File: config.mk
export PLATFORM = sky130hd
export DESIGN_NAME = mseu_ctrl
export DESIGN_NICKNAME = d
export VERILOG_FILES = /design/src/sv/mseu_pkg.sv /design/src/sv/mseu_ctrl.sv
export SDC_FILE = /design/constraint.sdc
export NUM_CORES = 1
export LEC_CHECK = 0
export BUFFER_PORTS_ARGS = -buffer_cell sky130_fd_sc_hd__buf_2
export CORE_AREA = 2 2 43 45
export CTS_BUF_LIST = sky130_fd_sc_hd__clkbuf_4 sky130_fd_sc_hd__clkbuf_8
export DETAILED_ROUTE_END_ITERATION = 8
export DIE_AREA = 0 0 45 47
export PLACE_DENSITY = 0.68
export SLEW_MARGIN = 10
export SYNTH_ARGS = -nofsm -noshare
export SYNTH_HDL_FRONTEND = slang
export SYNTH_SLANG_ARGS = --single-unit
File: constraint.sdc
create_clock -name i_clk -period 1.55 [get_ports i_clk]
set_input_delay 0.155 -clock i_clk [delete_from_list [all_inputs] [get_ports i_clk]]
set_output_delay 0.155 -clock i_clk [all_outputs]
set_load 0.05 [all_outputs]
File: src/sv/mseu_pkg.sv
// ----------------------------------------------------------------------------
// mseu_pkg
// Shared codes and types of the SPECIAL-class execute unit.
// ----------------------------------------------------------------------------
package mseu_pkg;

    // Funct codes
    localparam logic [5:0] F_SLL     = 6'h00;
    localparam logic [5:0] F_SRL     = 6'h02;
    localparam logic [5:0] F_SRA     = 6'h03;
    localparam logic [5:0] F_SLLV    = 6'h04;
    localparam logic [5:0] F_SRLV    = 6'h06;
    localparam logic [5:0] F_SRAV    = 6'h07;
    localparam logic [5:0] F_JR      = 6'h08;
    localparam logic [5:0] F_JALR    = 6'h09;
    localparam logic [5:0] F_SYSCALL = 6'h0C;
    localparam logic [5:0] F_BREAK   = 6'h0D;
    localparam logic [5:0] F_SYNC    = 6'h0F;
    localparam logic [5:0] F_MFHI    = 6'h10;
    localparam logic [5:0] F_MTHI    = 6'h11;
    localparam logic [5:0] F_MFLO    = 6'h12;
    localparam logic [5:0] F_MTLO    = 6'h13;
    localparam logic [5:0] F_DSLLV   = 6'h14;
    localparam logic [5:0] F_DSRLV   = 6'h16;
    localparam logic [5:0] F_DSRAV   = 6'h17;
    localparam logic [5:0] F_MULT    = 6'h18;
    localparam logic [5:0] F_MULTU   = 6'h19;
    localparam logic [5:0] F_DIV     = 6'h1A;
    localparam logic [5:0] F_DIVU    = 6'h1B;
    localparam logic [5:0] F_DMULT   = 6'h1C;
    localparam logic [5:0] F_DMULTU  = 6'h1D;
    localparam logic [5:0] F_DDIV    = 6'h1E;
    localparam logic [5:0] F_DDIVU   = 6'h1F;
    localparam logic [5:0] F_ADD     = 6'h20;
    localparam logic [5:0] F_ADDU    = 6'h21;
    localparam logic [5:0] F_SUB     = 6'h22;
    localparam logic [5:0] F_SUBU    = 6'h23;
    localparam logic [5:0] F_AND     = 6'h24;
    localparam logic [5:0] F_OR      = 6'h25;
    localparam logic [5:0] F_XOR     = 6'h26;
    localparam logic [5:0] F_NOR     = 6'h27;
    localparam logic [5:0] F_SLT     = 6'h2A;
    localparam logic [5:0] F_SLTU    = 6'h2B;
    localparam logic [5:0] F_DADD    = 6'h2C;
    localparam logic [5:0] F_DADDU   = 6'h2D;
    localparam logic [5:0] F_DSUB    = 6'h2E;
    localparam logic [5:0] F_DSUBU   = 6'h2F;
    localparam logic [5:0] F_DSLL    = 6'h38;
    localparam logic [5:0] F_DSRL    = 6'h3A;
    localparam logic [5:0] F_DSRA    = 6'h3B;
    localparam logic [5:0] F_DSLL32  = 6'h3C;
    localparam logic [5:0] F_DSRL32  = 6'h3E;
    localparam logic [5:0] F_DSRA32  = 6'h3F;

    // Exception codes
    localparam logic [2:0] EXC_NONE     = 3'd0;
    localparam logic [2:0] EXC_OVERFLOW = 3'd1;
    localparam logic [2:0] EXC_SYSCALL  = 3'd2;
    localparam logic [2:0] EXC_BREAK    = 3'd3;
    localparam logic [2:0] EXC_UNKNOWN  = 3'd4;

    localparam int MUL_STEPS = 4;   // 32x32 partial products
    localparam int DIV_STEPS = 64;  // one quotient bit per cycle

    // Controller commands to the datapath
    typedef struct packed {
        logic load;      // capture the item
        logic mul_step;  // accumulate one partial product
        logic div_step;  // retire one quotient bit
        logic finish;    // form the result, update HI/LO
    } t_cmd;

    // Datapath status to the controller
    typedef struct packed {
        logic is_mul;
        logic is_div;
    } t_status;

    function automatic logic [63:0] sext32(input logic [31:0] v);
        return {{32{v[31]}}, v};
    endfunction

endpackage

File: src/sv/mseu_ctrl.sv
// ----------------------------------------------------------------------------
// mseu_ctrl
// Sequencer: accepts an item, runs multiply or divide steps if needed, hands out result.
// ----------------------------------------------------------------------------
module mseu_ctrl (
    input  logic                i_clk,
    input  logic                i_rst_n,
    input  logic                i_in_valid,
    output logic                o_in_ready,
    output logic                o_out_valid,
    input  logic                i_out_ready,
    input  mseu_pkg::t_status   i_status,
    output mseu_pkg::t_cmd      o_cmd
);

    typedef enum logic [4:0] {
        S_IDLE = 5'b00001,
        S_DEC  = 5'b00010,
        S_MUL  = 5'b00100,
        S_DIV  = 5'b01000,
        S_FIN  = 5'b10000
    } t_state;

    t_state     r_state, n_state;
    logic [6:0] r_cnt, n_cnt;
    logic       r_out_valid, n_out_valid;

    logic in_fire;
    assign in_fire     = i_in_valid && o_in_ready;
    // accept a new item when idle and the output slot is free or being drained
    assign o_in_ready  = (r_state == S_IDLE) && (!r_out_valid || i_out_ready);
    assign o_out_valid = r_out_valid;

    always_comb begin
        n_state     = r_state;
        n_cnt       = r_cnt;
        n_out_valid = r_out_valid;
        o_cmd       = '0;
        if (r_out_valid && i_out_ready) begin
            n_out_valid = 1'b0;
        end
        unique case (r_state)
            S_IDLE: begin
                if (in_fire) begin
                    o_cmd.load = 1'b1;
                    n_state    = S_DEC;
                end
            end
            S_DEC: begin
                n_cnt = '0;
                priority if (i_status.is_mul) begin
                    n_state = S_MUL;
                end else if (i_status.is_div) begin
                    n_state = S_DIV;
                end else begin
                    n_state = S_FIN;
                end
            end
            S_MUL: begin
                o_cmd.mul_step = 1'b1;
                n_cnt          = r_cnt + 7'd1;
                if (r_cnt == 7'(mseu_pkg::MUL_STEPS - 1)) begin
                    n_state = S_FIN;
                end
            end
            S_DIV: begin
                o_cmd.div_step = 1'b1;
                n_cnt          = r_cnt + 7'd1;
                if (r_cnt == 7'(mseu_pkg::DIV_STEPS - 1)) begin
                    n_state = S_FIN;
                end
            end
            S_FIN: begin
                o_cmd.finish = 1'b1;
                n_out_valid  = 1'b1;
                n_state      = S_IDLE;
            end
            default: n_state = S_IDLE;
        endcase
    end

    always_ff @(posedge i_clk) begin
        if (!i_rst_n) begin
            r_state     <= S_IDLE;
            r_cnt       <= '0;
            r_out_valid <= 1'b0;
        end else begin
            r_state     <= n_state;
            r_cnt       <= n_cnt;
            r_out_valid <= n_out_valid;
        end
    end

endmodule

==> reports/qor.csv <==
metric,value,unit
status,"complete, no violations",
drcViolationCount,0,
nets,110,
synthDistinctLibCells,36,
port_buffers,11,
fin_setup_tns,0,ns
ys_seq_area_share,34.21,%
fin_crit_sh,96.85,%
placed_area,835.8,um^2
worstPathMaxFanout,5,
clkSinkCount,13,
io_pins,12,
ant_nets,0,
synthArstFlopShare,0,%
max_freq,666.1,MHz
hold_viol_final,0,
initial_core_util,46.06,%
synth_seq_cells,13,
crit_path_end_kind,flop,
wl,1.656,mm
path_class,flop to flop,
cts_tree,done,
fill_cells,152,
hold_end,r_state[3],
drtIter0Drc,18,
dpl.hpwl,1.203,mm
dieArea,2115,um^2
finClkSkew,0.001837,ns
dp_slack,0.03713,ns
syn_nets,93,
mappedNetlistArea,760.7,um^2
finalSetupViolCount,0,
cts_max_path_buffers,2,
final_core_util,56.74,%
die_x,45,um
synth_area_per_cell,8.846,um^2
reg2reg_to,r_state[4],
cp-start-kind,flop,
ys_warn_count,0,
firstDrtPassIters,4,
reg2reg_from,r_cnt[1],
vias,691,
cts_buffers,3,
core_region_area,1652,um^2
rows,15,
ctsHtreeMaxLevel,1,
cp.arrival,1.69,ns
antenna_cells,0,
worst_slack,0.04883,ns
syn_to_final_growth,23.19,%
p_leak,0.3895,nW
tightest_slew,0.4123,ns
wire_per_inst,13.92,um
grt_pass1_wl,2.573,mm
synth_cells,86,
hold_ws,0.1446,ns
synth_edf_count,0,
clock_tree.root_cell,clkbuf_4,
cp.required,1.74,ns
min_path_type,input pin to flop,
ys.flop_type,dfxtp_1,
final_area,937.1,um^2
hold_depth,2,
vias_per_cell,5.807,
die_h,47,um
slew_viol_final,0,
hold_path.startpoint,i_rst_n,
grt_usage,16.96,%
gp_congestion,0.8226,
reg2reg_depth,5,
cap_violations,0,
irDropWorstVdd,0.4586,mV
clk_pin_slew,0.08,ns
grt-ovfl-total,0,
r2r_slack,0.05,ns
drive_gt1_share,33.33,%
insertion_delay,0.27,ns
grt_start_max_net_pins,10,
min_period,1.501,ns
antenna_found_initial,0,
grt_pass1_vias,577,
p_per_area,943.0,nW/um^2
slew_headroom,72.26,%
## cell type report
type	count	area (um^2)	area share (%)
multi-input combinational	68	506.7	54.07
sequential	13	270.3	28.84
timing repair buffer	15	101.3	10.81
clock buffer	4	30.03	3.204
tap	17	21.27	2.270
inverter	2	7.507	0.8011
## report_power, final
part / switching, W / leakage, nW / total [W] / internal [W]
Sequential: 0.0000301 / 0.107 / 0.000379 / 0.000349
Combinational: 0.000159 / 0.264 / 0.000280 / 0.000121
Clock: 0.000107 / 0.0184 / 0.000225 / 0.000117
Total: 0.000297 / 0.390 / 0.000884 / 0.000587
## state kept, by name, summed over array words and instances (netlist names)
register and flops:
r_cnt 7, r_state 5, o_out_valid 1
## metal layers
layer / vias to the layer above / wire [um] / global-route usage, % / part of all wire (%)
li1: 351 / - / - / -
met1: 312 / 746 / 24.76 / 45
met2: 24 / 781 / 24.29 / 47
met3: 4 / 104 / 3.462 / 6.3
met4: 0 / 23 / 7.059 / 1.4
met5: - / 0 / 0 / 0
## worst max path at each step
| stage | from | endpoint | slack [ns] | cells past startpoint |
|---|---|---|---|---|
| final | r_cnt[1] | r_state[4] | 0.05 | 5 |
| after global routing | r_cnt[1] | r_state[4] | -0.05 | 5 |
| after CTS | r_state[4] | o_cmd[2] | 0.04 | 3 |
| after detailed placement | r_state[2] | r_state[4] | 0.04 | 4 |
| after global placement | r_state[2] | r_state[4] | 0.06 | 4 |
| after floorplan | r_state[2] | r_state[3] | 0.02 | 5 |
## logic make-up after synthesis
logic type	synth area share, %
compound gates	18.75
xor+xnor	7.073
fa+ha+maj	1.644
buf+inv	4.440
flops	34.21
mux	1.316
simple gates	32.57
## timing repair
action                     CTS  global route
pin swaps                    0             2
setup endpoints to repair    5             6
hold endpoints to repair     0             0
buffers inserted             0             1
hold buffers                 0             0
resized for setup           11             8
## worst max-delay path, stage by stage, from the launching register on
cell and delay, ns:
dfxtp_1 0.38, ha_1 0.20, nand3_1 0.18, nor4_2 0.37
a311oi_2 0.09, nor3_1 0.20
## cell usage after synthesis, types with 3 or more instances
| master | n | area, um^2 |
|---|---|---|
| a21oi_1 | 5 | 25.02 |
| and3_1 | 4 | 25.02 |
| dfxtp_1 | 13 | 260.3 |
| nand2_1 | 5 | 18.77 |
| nand3_1 | 6 | 30.03 |
| nor2_1 | 8 | 30.03 |
| or3_1 | 3 | 18.77 |
| xor2_1 | 3 | 26.28 |
## cells in the final DEF, fill, tap and decap left out, drive strengths merged
cell / netlist / layout
a211oi: 2 / 2
a21oi: 5 / 5
a22oi: 2 / 2
a2bb2oi: 1 / 1
a311o: 1 / 1
a311oi: 1 / 1
a31o: 1 / 1
and2: 2 / 2
and3: 4 / 4
and3b: 1 / 1
buf: 3 / 14
clkbuf: 0 / 5
dfxtp: 13 / 13
ha: 1 / 1
inv: 2 / 2
mux2i: 1 / 1
nand2: 6 / 6
nand2b: 1 / 1
nand3: 6 / 6
nand4b: 2 / 2
nor2: 8 / 8
nor2b: 2 / 2
nor3: 4 / 4
nor3b: 1 / 1
nor4: 2 / 2
o21ai: 4 / 4
o2bb2ai: 1 / 1
o31a: 2 / 2
or3: 3 / 3
xor2: 4 / 4
## per-stage QoR
| step | total power (W) | instances |
|---|---|---|
| finish | 0.0008838 | 119 |
| global route | 0.0009351 | 119 |
| CTS | 0.0008722 | 118 |
| detailed placement | 0.0006183 | 114 |
| global placement | 0.0006184 | 114 |
| floorplan | 0.0005538 | 86 |
No activity file was read; power rests on OpenSTA's default activity.
